File: config.mk
export PLATFORM = sky130hd
export DESIGN_NAME = yuy2_to_rgb888_converter_flat
export DESIGN_NICKNAME = d
export VERILOG_FILES = /design/src/sv/y2r_pkg.sv /design/src/sv/y2r_if.sv /design/src/sv/y2r_chroma.sv /design/src/sv/y2r_lane.sv /design/src/sv/yuy2_to_rgb888_converter.sv /design/src/flat_wrapper.sv
export SDC_FILE = /design/constraint.sdc
export NUM_CORES = 1
export LEC_CHECK = 0
export ABC_AREA = 1
export BUFFER_PORTS_ARGS = -buffer_cell sky130_fd_sc_hd__buf_2
export CORE_UTILIZATION = 64
export CTS_BUF_LIST = sky130_fd_sc_hd__clkbuf_2 sky130_fd_sc_hd__clkbuf_4 sky130_fd_sc_hd__clkbuf_8
export CTS_CLUSTER_DIAMETER = 150
export DETAILED_ROUTE_END_ITERATION = 7
export PLACE_DENSITY = 0.82
export SYNTH_ARGS = -nofsm -noshare
export SYNTH_HDL_FRONTEND = slang
export SYNTH_SLANG_ARGS = --single-unit
File: constraint.sdc
create_clock -name clk -period 8.61 [get_ports clk]
set_clock_uncertainty 0.15 [all_clocks]
set_input_delay 2.1525 -clock clk [delete_from_list [all_inputs] [get_ports clk]]
set_output_delay 2.1525 -clock clk [all_outputs]
set_load 0.1 [all_outputs]
File: src/sv/y2r_pkg.sv
package y2r_pkg;

  // field widths
  localparam int PIX_W  = 8;
  localparam int PROD_W = 20;   // signed coefficient products, |x| < 2^18
  localparam int MAG_W  = 18;   // magnitude of a product
  localparam int QUO_W  = 9;    // magnitude of an offset, at most 260
  localparam int OFF_W  = 10;   // signed offset
  localparam int SUM_W  = 11;   // signed luma + offset

  // chroma channels, one lane of the offset datapath each
  localparam int NUM_CH = 3;
  localparam int CH_R   = 0;
  localparam int CH_G   = 1;
  localparam int CH_B   = 2;

  typedef logic [PIX_W-1:0]         pix_t;
  typedef logic signed [PIX_W-1:0]  chroma_t;
  typedef logic signed [PROD_W-1:0] prod_t;
  typedef logic [MAG_W-1:0]         mag_t;
  typedef logic [QUO_W-1:0]         quo_t;
  typedef logic signed [OFF_W-1:0]  off_t;
  typedef logic signed [SUM_W-1:0]  sum_t;

  // coefficients scaled by 1000
  localparam prod_t COEF_RV = 20'sd1140;
  localparam prod_t COEF_GU = -20'sd395;
  localparam prod_t COEF_GV = -20'sd581;
  localparam prod_t COEF_BU = 20'sd2032;

  // divide by 1000: q = (m * RECIP_K) >> RECIP_S, exact for every m < 2^MAG_W
  localparam int RECIP_S = 27;
  localparam int RECIP_W = 18;
  localparam int WIDE_W  = MAG_W + RECIP_W;
  localparam logic [RECIP_W-1:0] RECIP_K = RECIP_W'((2 ** RECIP_S + 999) / 1000);

  localparam pix_t PIX_MAX = '1;

  typedef struct packed {
    logic s1;
    logic s2;
    logic s3;
  } stage_en_t;

  typedef struct packed {
    off_t red;
    off_t green;
    off_t blue;
  } offsets_t;

  typedef struct packed {
    pix_t red;
    pix_t green;
    pix_t blue;
  } rgb_t;

  // magnitude of a signed product
  function automatic mag_t mag_of(prod_t p);
    prod_t n;
    n = -p;
    return p[PROD_W-1] ? n[MAG_W-1:0] : p[MAG_W-1:0];
  endfunction

  // signed offset from magnitude and sign
  function automatic off_t apply_sign(quo_t q, logic neg);
    off_t m;
    m = $signed({1'b0, q});
    return neg ? -m : m;
  endfunction

  // saturate to 0..255
  function automatic pix_t clamp_pix(sum_t s);
    pix_t p;
    if (s[SUM_W-1]) begin
      p = '0;
    end else if (|s[SUM_W-2:PIX_W]) begin
      p = PIX_MAX;
    end else begin
      p = s[PIX_W-1:0];
    end
    return p;
  endfunction

endpackage

File: src/sv/y2r_if.sv
interface y2r_in_if;
  logic           valid;
  logic           ready;
  y2r_pkg::pix_t  luma_first;
  y2r_pkg::pix_t  chroma_v;
  y2r_pkg::pix_t  luma_second;
  y2r_pkg::pix_t  chroma_u;

  modport source (output valid, output luma_first, output chroma_v,
                  output luma_second, output chroma_u, input ready);
  modport sink   (input valid, input luma_first, input chroma_v,
                  input luma_second, input chroma_u, output ready);
endinterface

interface y2r_out_if;
  logic           valid;
  logic           ready;
  y2r_pkg::pix_t  red_first;
  y2r_pkg::pix_t  green_first;
  y2r_pkg::pix_t  blue_first;
  y2r_pkg::pix_t  red_second;
  y2r_pkg::pix_t  green_second;
  y2r_pkg::pix_t  blue_second;

  modport source (output valid, output red_first, output green_first,
                  output blue_first, output red_second, output green_second,
                  output blue_second, input ready);
  modport sink   (input valid, input red_first, input green_first,
                  input blue_first, input red_second, input green_second,
                  input blue_second, output ready);
endinterface

File: src/sv/y2r_chroma.sv
module y2r_chroma (
  input  logic                clk,
  input  y2r_pkg::stage_en_t  en,
  input  y2r_pkg::pix_t       chroma_v,
  input  y2r_pkg::pix_t       chroma_u,
  output y2r_pkg::offsets_t   offs
);
  import y2r_pkg::*;

  chroma_t dv;
  chroma_t du;
  prod_t   prod [NUM_CH];

  mag_t    mag_r [NUM_CH];
  logic    neg_r [NUM_CH];

  logic [WIDE_W-1:0] recip [NUM_CH];
  quo_t    quo_r  [NUM_CH];
  logic    sgn_r  [NUM_CH];

  // remove the chroma bias: flipping the top bit gives x - 128 as signed
  assign dv = {~chroma_v[PIX_W-1], chroma_v[PIX_W-2:0]};
  assign du = {~chroma_u[PIX_W-1], chroma_u[PIX_W-2:0]};

  // scaled offsets, one product lane per channel
  assign prod[CH_R] = PROD_W'(dv) * COEF_RV;
  assign prod[CH_G] = PROD_W'(du) * COEF_GU + PROD_W'(dv) * COEF_GV;
  assign prod[CH_B] = PROD_W'(du) * COEF_BU;

  // stage 1: hold magnitude and sign
  always_ff @(posedge clk) begin
    if (en.s1) begin
      for (int i = 0; i < NUM_CH; i++) begin
        mag_r[i] <= mag_of(prod[i]);
        neg_r[i] <= prod[i][PROD_W-1];
      end
    end
  end

  // divide magnitudes by 1000 through the reciprocal
  always_comb begin
    for (int i = 0; i < NUM_CH; i++) begin
      recip[i] = WIDE_W'(mag_r[i]) * WIDE_W'(RECIP_K);
    end
  end

  // stage 2: hold quotient magnitude and sign
  always_ff @(posedge clk) begin
    if (en.s2) begin
      for (int i = 0; i < NUM_CH; i++) begin
        quo_r[i] <= recip[i][RECIP_S +: QUO_W];
        sgn_r[i] <= neg_r[i];
      end
    end
  end

  // restore sign: truncation toward zero
  assign offs.red   = apply_sign(quo_r[CH_R], sgn_r[CH_R]);
  assign offs.green = apply_sign(quo_r[CH_G], sgn_r[CH_G]);
  assign offs.blue  = apply_sign(quo_r[CH_B], sgn_r[CH_B]);

endmodule

File: src/sv/y2r_lane.sv
module y2r_lane (
  input  y2r_pkg::pix_t      luma,
  input  y2r_pkg::offsets_t  offs,
  output y2r_pkg::rgb_t      px
);
  import y2r_pkg::*;

  sum_t luma_s;
  sum_t sum_r;
  sum_t sum_g;
  sum_t sum_b;

  // add each offset to the luma of this pixel
  assign luma_s = $signed({{(SUM_W-PIX_W){1'b0}}, luma});
  assign sum_r  = luma_s + SUM_W'($signed(offs.red));
  assign sum_g  = luma_s + SUM_W'($signed(offs.green));
  assign sum_b  = luma_s + SUM_W'($signed(offs.blue));

  // saturate
  assign px.red   = clamp_pix(sum_r);
  assign px.green = clamp_pix(sum_g);
  assign px.blue  = clamp_pix(sum_b);

endmodule

File: src/sv/yuy2_to_rgb888_converter.sv
// Channel   Dir  Word
// in_ch     in   luma_first, chroma_v, luma_second, chroma_u (8 bits each)
// out_ch    out  red/green/blue of first and second pixel (8 bits each)
//
// One word per cycle sustained while out_ch.ready stays high; an accepted word
// passes the stage 1, stage 2 and output registers before out_ch.valid rises.
// Stage 1 forms the scaled chroma products, stage 2 divides by 1000 through a
// reciprocal multiplier, stage 3 is the output register fed by two pixel lanes.
// Each stage advances when empty or when the next one moves, so bubbles fill under a stall.
// Reset clears the stage valid bits; in_ch.ready stays low during reset.
module yuy2_to_rgb888_converter (
  input  logic        clk,
  input  logic        rst_n,
  y2r_in_if.sink      in_ch,
  y2r_out_if.source   out_ch
);
  import y2r_pkg::*;

  stage_en_t en;
  logic      accept;
  logic      v1_r, v1_nxt;
  logic      v2_r, v2_nxt;
  logic      v3_r, v3_nxt;

  pix_t      y0_s1_r, y1_s1_r;
  pix_t      y0_s2_r, y1_s2_r;
  offsets_t  offs;
  rgb_t      px_first;
  rgb_t      px_second;
  rgb_t      first_r;
  rgb_t      second_r;

  // stage enables: advance when empty or when the next stage moves
  assign en.s3 = !v3_r || out_ch.ready;
  assign en.s2 = !v2_r || en.s3;
  assign en.s1 = !v1_r || en.s2;

  assign in_ch.ready = rst_n && en.s1;
  assign accept      = in_ch.valid && in_ch.ready;

  always_comb begin
    v1_nxt = en.s1 ? accept : v1_r;
    v2_nxt = en.s2 ? v1_r   : v2_r;
    v3_nxt = en.s3 ? v2_r   : v3_r;
  end

  always_ff @(posedge clk) begin
    if (!rst_n) begin
      v1_r <= 1'b0;
      v2_r <= 1'b0;
      v3_r <= 1'b0;
    end else begin
      v1_r <= v1_nxt;
      v2_r <= v2_nxt;
      v3_r <= v3_nxt;
    end
  end

  // carry luma alongside the chroma pipeline
  always_ff @(posedge clk) begin
    if (en.s1) begin
      y0_s1_r <= in_ch.luma_first;
      y1_s1_r <= in_ch.luma_second;
    end
    if (en.s2) begin
      y0_s2_r <= y0_s1_r;
      y1_s2_r <= y1_s1_r;
    end
  end

  y2r_chroma u_chroma (
    .clk      (clk),
    .en       (en),
    .chroma_v (in_ch.chroma_v),
    .chroma_u (in_ch.chroma_u),
    .offs     (offs)
  );

  y2r_lane u_lane_first (
    .luma (y0_s2_r),
    .offs (offs),
    .px   (px_first)
  );

  y2r_lane u_lane_second (
    .luma (y1_s2_r),
    .offs (offs),
    .px   (px_second)
  );

  // merge both lanes into the output word
  always_ff @(posedge clk) begin
    if (en.s3) begin
      first_r  <= px_first;
      second_r <= px_second;
    end
  end

  assign out_ch.valid        = v3_r;
  assign out_ch.red_first    = first_r.red;
  assign out_ch.green_first  = first_r.green;
  assign out_ch.blue_first   = first_r.blue;
  assign out_ch.red_second   = second_r.red;
  assign out_ch.green_second = second_r.green;
  assign out_ch.blue_second  = second_r.blue;

endmodule

File: src/flat_wrapper.sv
// flat-port wrapper written by rule: the top's interface ports become plain ports
module yuy2_to_rgb888_converter_flat import y2r_pkg::*;
  (clk, rst_n, in_ch_valid, in_ch_luma_first, in_ch_chroma_v, in_ch_luma_second, in_ch_chroma_u, in_ch_ready, out_ch_valid, out_ch_red_first, out_ch_green_first, out_ch_blue_first, out_ch_red_second, out_ch_green_second, out_ch_blue_second, out_ch_ready);
  y2r_in_if in_ch_i ();
  y2r_out_if out_ch_i ();
  input  logic clk;
  input  logic rst_n;
  input wire logic [$bits(in_ch_i.valid)-1:0] in_ch_valid;
  input wire logic [$bits(in_ch_i.luma_first)-1:0] in_ch_luma_first;
  input wire logic [$bits(in_ch_i.chroma_v)-1:0] in_ch_chroma_v;
  input wire logic [$bits(in_ch_i.luma_second)-1:0] in_ch_luma_second;
  input wire logic [$bits(in_ch_i.chroma_u)-1:0] in_ch_chroma_u;
  output wire logic [$bits(in_ch_i.ready)-1:0] in_ch_ready;
  output wire logic [$bits(out_ch_i.valid)-1:0] out_ch_valid;
  output wire logic [$bits(out_ch_i.red_first)-1:0] out_ch_red_first;
  output wire logic [$bits(out_ch_i.green_first)-1:0] out_ch_green_first;
  output wire logic [$bits(out_ch_i.blue_first)-1:0] out_ch_blue_first;
  output wire logic [$bits(out_ch_i.red_second)-1:0] out_ch_red_second;
  output wire logic [$bits(out_ch_i.green_second)-1:0] out_ch_green_second;
  output wire logic [$bits(out_ch_i.blue_second)-1:0] out_ch_blue_second;
  input wire logic [$bits(out_ch_i.ready)-1:0] out_ch_ready;
  assign in_ch_i.valid = in_ch_valid;
  assign in_ch_i.luma_first = in_ch_luma_first;
  assign in_ch_i.chroma_v = in_ch_chroma_v;
  assign in_ch_i.luma_second = in_ch_luma_second;
  assign in_ch_i.chroma_u = in_ch_chroma_u;
  assign in_ch_ready = in_ch_i.ready;
  assign out_ch_valid = out_ch_i.valid;
  assign out_ch_red_first = out_ch_i.red_first;
  assign out_ch_green_first = out_ch_i.green_first;
  assign out_ch_blue_first = out_ch_i.blue_first;
  assign out_ch_red_second = out_ch_i.red_second;
  assign out_ch_green_second = out_ch_i.green_second;
  assign out_ch_blue_second = out_ch_i.blue_second;
  assign out_ch_i.ready = out_ch_ready;
  yuy2_to_rgb888_converter u_core (.clk(clk), .rst_n(rst_n), .in_ch(in_ch_i), .out_ch(out_ch_i));
endmodule
# After elaboration in Yosys (flattened, before gate mapping)

Memories as Yosys holds them, arrays and structs flattened.
Index checks and enable logic that the tools add are counted.

Mux-type cells: 16
Add/subtract/negate cells: 13
Reduce and logical (&&, ||, !) cells: 14
Bitwise gates (word level): 2
Multiply operators: 7

Operator list:

| kind                     | number |
|---|---|
| $mul A18 B17 Y35 const B | 3 |
| $add A9 B10 Y11          | 6 |
| $mux W18                 | 3 |
| $neg A18 Y18             | 3 |
| $mux W8                  | 6 |
| $mul A8 B10 Y18 const B  | 2 |
| $mux W10                 | 3 |
| $neg A9 Y10              | 3 |
| $add A18 B19 Y20         | 1 |
| $mul A8 B11 Y19 const B  | 1 |
| $mul A8 B8 Y16 const B   | 1 |
| $reduce_or A2 Y1         | 6 |
| $mux W1                  | 4 |
| $logic_not A1 Y1         | 3 |
| $logic_or A1 B1 Y1       | 3 |
| $logic_and A1 B1 Y1      | 2 |
| $not A1 Y1               | 2 |

Bits in registers: 83
Input port bits: 36
Memories kept: 4
Memory bits (writable): 87

Memories:

| name                  | depth | width | rd ports | clocked after memory_dff | write ports | line             | text |
|---|---|---|---|---|---|---|---|
| u_core.u_chroma.mag_r | 3     | 18    | 3        | 0                        | 3           | y2r_chroma.sv:14 | `mag_t mag_r [NUM_CH];` |
| u_core.u_chroma.quo_r | 3     | 9     | 3        | 0                        | 3           | y2r_chroma.sv:18 | `quo_t quo_r [NUM_CH];` |
| u_core.u_chroma.neg_r | 3     | 1     | 3        | 0                        | 3           | y2r_chroma.sv:15 | `logic neg_r [NUM_CH];` |
| u_core.u_chroma.sgn_r | 3     | 1     | 3        | 0                        | 3           | y2r_chroma.sv:19 | `logic sgn_r [NUM_CH];` |

# Depth between registers and ports, before layout

Gate-level depths: netlist of the first run.

Word-level depth: 6
Depth in mapped cells: 29
Mapped depth without buffers: 29

# By module

A second synthesis of the first run with hierarchy kept.

Cell total of the unflattened synthesis: 3,381
Area total of the unflattened synthesis: 28,631.2 µm²

By module, submodules not included:

| module                          | area an instance (µm²) | times used | cells each | seq. area each (µm²) |
|---|---|---|---|---|
| y2r_chroma                      | 23,048.4               | 1          | 2,739      | 2,432.3 |
| yuy2_to_rgb888_converter        | 2,528.7                | 1          | 96         | 2,462.4 |
| y2r_lane (u_core.u_lane_first)  | 1,555.2                | 1          | 273        | 0.0 |
| y2r_lane (u_core.u_lane_second) | 1,498.9                | 1          | 273        | 0.0 |

# Least setup slack after synthesis of the first run

Ideal clock, no wire load.

Kind: input to output
From: in out_ch_ready
To: out in_ch_ready
Stages: 6
Path slack: 0.597 ns
Arrival time: 5.711 ns
Data required time: 6.307 ns
Cells stage by stage: inv_1 > nand2_1 > nor2_1 > nand2_1 > nand2_1 > inv_1

RTL lines:

| what               | line               | text |
|---|---|---|
| start: declaration | flat_wrapper.sv:21 | `input wire logic [$bits(out_ch_i.ready)-1:0] out_ch_ready;` |
| end: declaration   | flat_wrapper.sv:13 | `output wire logic [$bits(in_ch_i.ready)-1:0] in_ch_ready;` |

==> impl_metrics.tcl, run 1 <==
set metrics [dict create \
    clk_latency_ns 0.51 \
    worst_path_largest_cell_delay_ns 0.62 \
    status "finished, final reports clean" \
    start_util 0.654 \
    min_path_type "flop to flop" \
    n_antenna_cell 0 \
    holdWs_ns 0.281 \
    cts_resized 0 \
    tns_ns 0 \
    cts_setup_buffers 0 \
    n_fill_cell 3287 \
    overflow 0 \
    cp_top_family "adder cells" \
    ys_ff_latch 164 \
    cts_tree "done" \
    clock_path_buffers 2 \
    syn_to_final_growth_pct 5.43 \
    met2_usage 0.576 \
    final_common_cell "inv_1" \
    min_period_ns 7.79 \
    totalWireLength_mm 63.5 \
    dieWidth_um 210 \
    min_period_over_period 0.905 \
    r2r_slack_ns 3.56 \
    cts.sinks 164 \
    crit_top_cell "inv_1" \
    reg2reg_depth 16 \
    nets 4180 \
    r2r-end "u_core.u_chroma.quo_r[0][13]$_DFFE_PP_" \
    rsz0062_at_grt "false" \
    setup_viol 0 \
    seq_area_mm2 0.00489 \
    ys.flop_type "edfxtp_1" \
    worstSetupEndpointType "flop" \
    multiInputGateArea_mm2 0.0197 \
    use_met3 0.0371 \
    synth_async_sr_flop_share 0 \
    htree_levels 4 \
    worstMarginPinSlew_ns 1.04 \
    drive_gt1_frac 0.0514 \
    io_pins 86 \
    final_hold_viol_count 0 \
    netlist_instances 3178 \
    synth_nets 4080 \
    drv_slew 0 \
    cts_buffers 17 \
    timing.rr.start "u_core.u_chroma.mag_r[0][24]$_DFFE_PN_" \
    final_cell_mix "inv_1 (792), ha_1 (599), nand2_1 (482)" \
    design_area_mm2 0.0291 \
    postCtsHoldBufs 0 \
    synth_edf_count 161 \
    cp_num_buf_inv 10 \
    relSlewSlack 0.297 \
    die_h_um 210 \
    grt_pass1_vias 22700 \
    fp.coreArea_mm2 0.0422 \
    cp_max_fo 30 \
    row_count 75 \
    antenna_found_initial 0 \
    wl_per_cell_um 16.6 \
    yosys_warnings 0 \
    maxCapViolations 0 \
    root_buffer "clkbuf_8" \
    grt-busiest-layer "met2" \
    seq_area_frac_synth 0.177 \
    cp.arrival_ns 7.88 \
    port_buffers 85 \
    drc 0 \
    drt-initial-drc-count 1103 \
    slowest_stage "fa_1" \
    clk_pin_slew_worst_paths_ns 0.09 \
    cp.required_ns 8.70 \
    grt_first_pass_wirelength_mm 106 \
    yosys.cell_types.count 52 \
    ant_nets 0 \
    critPathLaunchType "input port" \
    vias_per_cell 5.53 \
    hold_start "u_core.y0_s1_r[7]$_DFFE_PN_" \
    grt_usage 0.304 \
    gr-usage-met1 0.341 \
    crit_type "input port to flop" \
    dp_hpwl_mm 54.6 \
    synth_area_per_cell_um2 8.70 \
    gp_congestion 0.955 \
    netlist_area_mm2 0.0276 \
    fmax_mhz 128 \
    place_area_mm2 0.0287 \
    vias 21200 \
    die-area_mm2 0.0440 \
    whs_path_depth 0 \
    firstDrtPassIters 6 \
    holdPathEnd "u_core.y0_s2_r[7]$_DFFE_PP_" \
    grt_max_degree 53 \
]
[final cells by class]
cell class,instances,share of cell area
Multi-Input combinational cell,2203,0.676
Clock buffer,17,0.00803
Tap cell,539,0.0231
Timing Repair Buffer,90,0.0159
Inverter,802,0.103
Clock inverter,14,0.00601
Sequential cell,164,0.168
[flip-flops by register name, indices dropped and copies added (netlist names)]
| signal | count |
|---|---|
| u_core.out_ch.valid | 1 |
| u_core.v2_r | 1 |
| u_core.u_chroma.neg_r | 3 |
| u_core.out_ch.green_second | 8 |
| u_core.out_ch.red_first | 8 |
| u_core.u_chroma.sgn_r | 3 |
| u_core.y1_s1_r | 8 |
| u_core.u_chroma.quo_r | 27 |
| u_core.out_ch.red_second | 8 |
| u_core.u_chroma.mag_r | 48 |
| u_core.out_ch.blue_first | 8 |
| u_core.out_ch.blue_second | 8 |
| u_core.y0_s2_r | 8 |
| u_core.v1_r | 1 |
| u_core.y1_s2_r | 8 |
| u_core.y0_s1_r | 8 |
| u_core.out_ch.green_first | 8 |
[worst max-delay path by stage]
stage / end / from / cells past startpoint / slack, ns
global route: u_core.u_chroma.mag_r[0][23]$_DFFE_PN_ / in_ch_chroma_u[1] / 25 / 0.42
detailed placement: u_core.u_chroma.mag_r[0][19]$_DFFE_PN_ / in_ch_chroma_u[1] / 25 / 0.29
CTS: u_core.u_chroma.mag_r[0][23]$_DFFE_PN_ / in_ch_chroma_u[1] / 25 / 0.82
global placement: u_core.u_chroma.mag_r[0][21]$_DFFE_PN_ / in_ch_chroma_u[1] / 25 / 0.45
finish: u_core.u_chroma.mag_r[0][23]$_DFFE_PN_ / in_ch_chroma_u[1] / 25 / 0.82
floorplan: in_ch_ready / out_ch_ready / 6 / 0.60
[cell usage after synthesis, types with 4 or more instances]
| cell | count | share of area |
|---|---|---|
| a21boi_0 | 5 | 0.0014 |
| a21o_1 | 10 | 0.0027 |
| a21oi_1 | 172 | 0.031 |
| a21oi_2 | 4 | 0.0013 |
| a31oi_1 | 15 | 0.0034 |
| buf_4 | 5 | 0.0014 |
| edfxtp_1 | 161 | 0.17 |
| fa_1 | 267 | 0.19 |
| ha_1 | 599 | 0.27 |
| inv_1 | 793 | 0.11 |
| inv_2 | 9 | 0.0012 |
| nand2_1 | 484 | 0.066 |
| nand2_2 | 4 | 0.00091 |
| nand3_1 | 103 | 0.019 |
| nand3b_1 | 5 | 0.0014 |
| nand4_1 | 33 | 0.0075 |
| nor2_1 | 142 | 0.019 |
| nor2_2 | 9 | 0.0020 |
| nor3_1 | 30 | 0.0054 |
| nor4_1 | 8 | 0.0018 |
| o211ai_1 | 6 | 0.0016 |
| o21a_1 | 10 | 0.0027 |
| o21ai_0 | 87 | 0.016 |
| o21ai_1 | 12 | 0.0022 |
| or2_2 | 11 | 0.0025 |
| xnor2_1 | 48 | 0.015 |
| xor2_1 | 103 | 0.033 |
[per-stage QoR]
| stage | setup slack (ns) | utilization | std cells |
|---|---|---|---|
| 3_5_place_dp | 0.289 | 0.680 | 3798 |
| 2_1_floorplan | 0.597 | - | 3178 |
| 4_1_cts | 0.818 | 0.690 | 3829 |
| 3_3_place_gp | 0.452 | 0.680 | 3798 |
| 6_report | 0.819 | 0.690 | 3829 |
| 5_1_grt | 0.419 | 0.690 | 3829 |
[logic make-up after synthesis]
kind of cell               synth area share
adders and majority gates             0.465
AOI/OAI and AO/OA                    0.0686
buffers and inverters                 0.111
DFF                                   0.177
and+or+nand+nor                       0.128
xor gates and xnor gates             0.0506
muxes                              0.000362
[layer usage]
layer  share of wire  up-vias
met5               0        -
met4           0.042        0
met3           0.039      184
met2            0.51      547
met1            0.41    10100
li1                -    10400
Power of run 1 is not shown: default switching activity piles up to over one toggle a cycle in this logic, so the estimate is an artifact.
==> run 2, diff against run 1 <==
--- a/config.mk
+++ b/config.mk
@@ -11,7 +11,7 @@
 export CTS_BUF_LIST = sky130_fd_sc_hd__clkbuf_2 sky130_fd_sc_hd__clkbuf_4 sky130_fd_sc_hd__clkbuf_8
 export CTS_CLUSTER_DIAMETER = 150
 export DETAILED_ROUTE_END_ITERATION = 7
-export PLACE_DENSITY = 0.82
+export PLACE_DENSITY = 0.89
 export SYNTH_ARGS = -nofsm -noshare
 export SYNTH_HDL_FRONTEND = slang
 export SYNTH_SLANG_ARGS = --single-unit
==> run 2 against run 1 <==
Effect of this change:
- sequential share of layout area about the same
- fmax increased by 0.76%
- cell count about the same
- die area unchanged
- cell area increased by 0.16%
- register-to-register slack got worse by 0.12 ns
- flip-flop and latch count unchanged
- core utilization increased by 0.11 points
- hold slack got worse by 0.021 ns
- first-iteration DRC count increased by 35%
- critical endpoint is now u_core.u_chroma.mag_r[0][33]$_DFFE_PN_
==> impl_metrics.tcl, run 2 (synthesis gave the netlist of run 1 again) <==
set metrics [dict create \
    cts_setup_buffers 0 \
    crit_type "input port to flop" \
    overflow 0 \
    port_buffers 85 \
    drive_gt1_frac 0.0525 \
    worst_path_largest_cell_delay_ns 0.60 \
    syn_to_final_growth_pct 5.60 \
    gp_congestion 1.01 \
    min_path_type "flop to flop" \
    totalWireLength_mm 62.5 \
    antenna_found_initial 0 \
    min_period_over_period 0.898 \
    largest_register_ffs 48 \
    critPathLaunchType "input port" \
    dieWidth_um 210 \
    fmax_mhz 129 \
    nets 4182 \
    crit_start "in_ch_chroma_u[1]" \
    cts_buffers 17 \
    maxCapViolations 0 \
    setup_viol 0 \
    die_h_um 210 \
    start_util 0.654 \
    drt-initial-drc-count 1487 \
    firstDrtPassIters 6 \
    root_buffer "clkbuf_8" \
    die-area_mm2 0.0440 \
    fp.coreArea_mm2 0.0422 \
    grt_first_pass_wirelength_mm 104 \
    top_register "u_core.u_chroma.mag_r" \
    worstSetupEndpointType "flop" \
    clk_latency_ns 0.50 \
    min_period_ns 7.73 \
    grt_max_degree 69 \
    vias_per_cell 5.55 \
    drv_slew 0 \
    final_hold_viol_count 0 \
    cp.required_ns 8.74 \
    io_pins 86 \
    final_common_cell "inv_1" \
    cts_resized 0 \
    vias 21300 \
    hold_start "u_core.y0_s1_r[7]$_DFFE_PN_" \
    grt_pass1_vias 22300 \
    grt_usage 0.296 \
    clock_path_buffers 2 \
    worstMarginPinSlew_ns 0.925 \
    clk_pin_slew_worst_paths_ns 0.11 \
    status "finished, final reports clean" \
    relSlewSlack 0.383 \
    dp_hpwl_mm 52.3 \
    tns_ns 0 \
    slowest_stage "fa_1" \
    final_cell_mix "inv_1 (792), ha_1 (599), nand2_1 (482)" \
    row_count 75 \
    holdWs_ns 0.261 \
    htree_levels 4 \
    post-route-util 0.691 \
    postCtsHoldBufs 0 \
    timing.rr.start "u_core.u_chroma.mag_r[0][8]$_DFFE_PN_" \
    rsz0062_at_grt "false" \
    setup_ws_ns 0.877 \
    n_antenna_cell 0 \
    cp_max_fo 6 \
    dpl_worst_slack_ns 0.387 \
    largest_registers "u_core.u_chroma.mag_r x48, u_core.u_chroma.quo_r x27" \
    cts_tree "done" \
    wl_per_cell_um 16.3 \
    cp.arrival_ns 7.86 \
    drc 0 \
    ant_nets 0 \
    cts.sinks 164 \
]
## run 2: cell count changes in the layout (fill, tap and decap cells not counted), sizes merged
cell and delta:
buf +2, clkinvlp +1, inv +1, bufinv -2
clkinv +1
## run 2: final cells by class
class | count | area [um^2]
Timing Repair Buffer | 92 | 478
Sequential cell | 164 | 4890
Fill cell | 3058 | 13000
Tap cell | 539 | 674
Multi-Input combinational cell | 2203 | 19700
Clock inverter | 15 | 206
Inverter | 802 | 3010
Clock buffer | 17 | 234
## run 2: final timing paths
kind | slack (ns) | end | depth (start not counted)
worst max-delay path | 0.88 | u_core.u_chroma.mag_r[0][33]$_DFFE_PN_ | 26
worst min-delay path | 0.26 | u_core.y0_s2_r[7]$_DFFE_PP_ | 0
worst min register to register | 0.26 | u_core.y0_s2_r[7]$_DFFE_PP_ | 0
worst max register to register | 3.44 | u_core.u_chroma.quo_r[0][6]$_DFFE_PP_ | 18
## run 2: worst max-delay path: cells and delay by family
kind / cells / cell delay [ns]
buffers and inverters: 7 / 0.69
AND/OR/NAND/NOR: 12 / 1.41
adder cells (fa/ha/maj): 7 / 3.62
## run 2: per-layer routing
metal | global-route usage | vias to the layer above | part of all wire
li1 | - | 10400 | -
met1 | 0.342 | 9979 | 0.40
met2 | 0.534 | 704 | 0.49
met3 | 0.0446 | 234 | 0.056
met4 | 0.146 | 0 | 0.051
met5 | 0 | - | 0
## run 2: through the flow
step,instance area [um^2],std cells
global placement,28700,3800
detailed placement,28700,3800
finish,29200,3832
global route,29200,3832
floorplan,27600,3178
CTS,29200,3832
Power of run 2 is left out for the same reason.
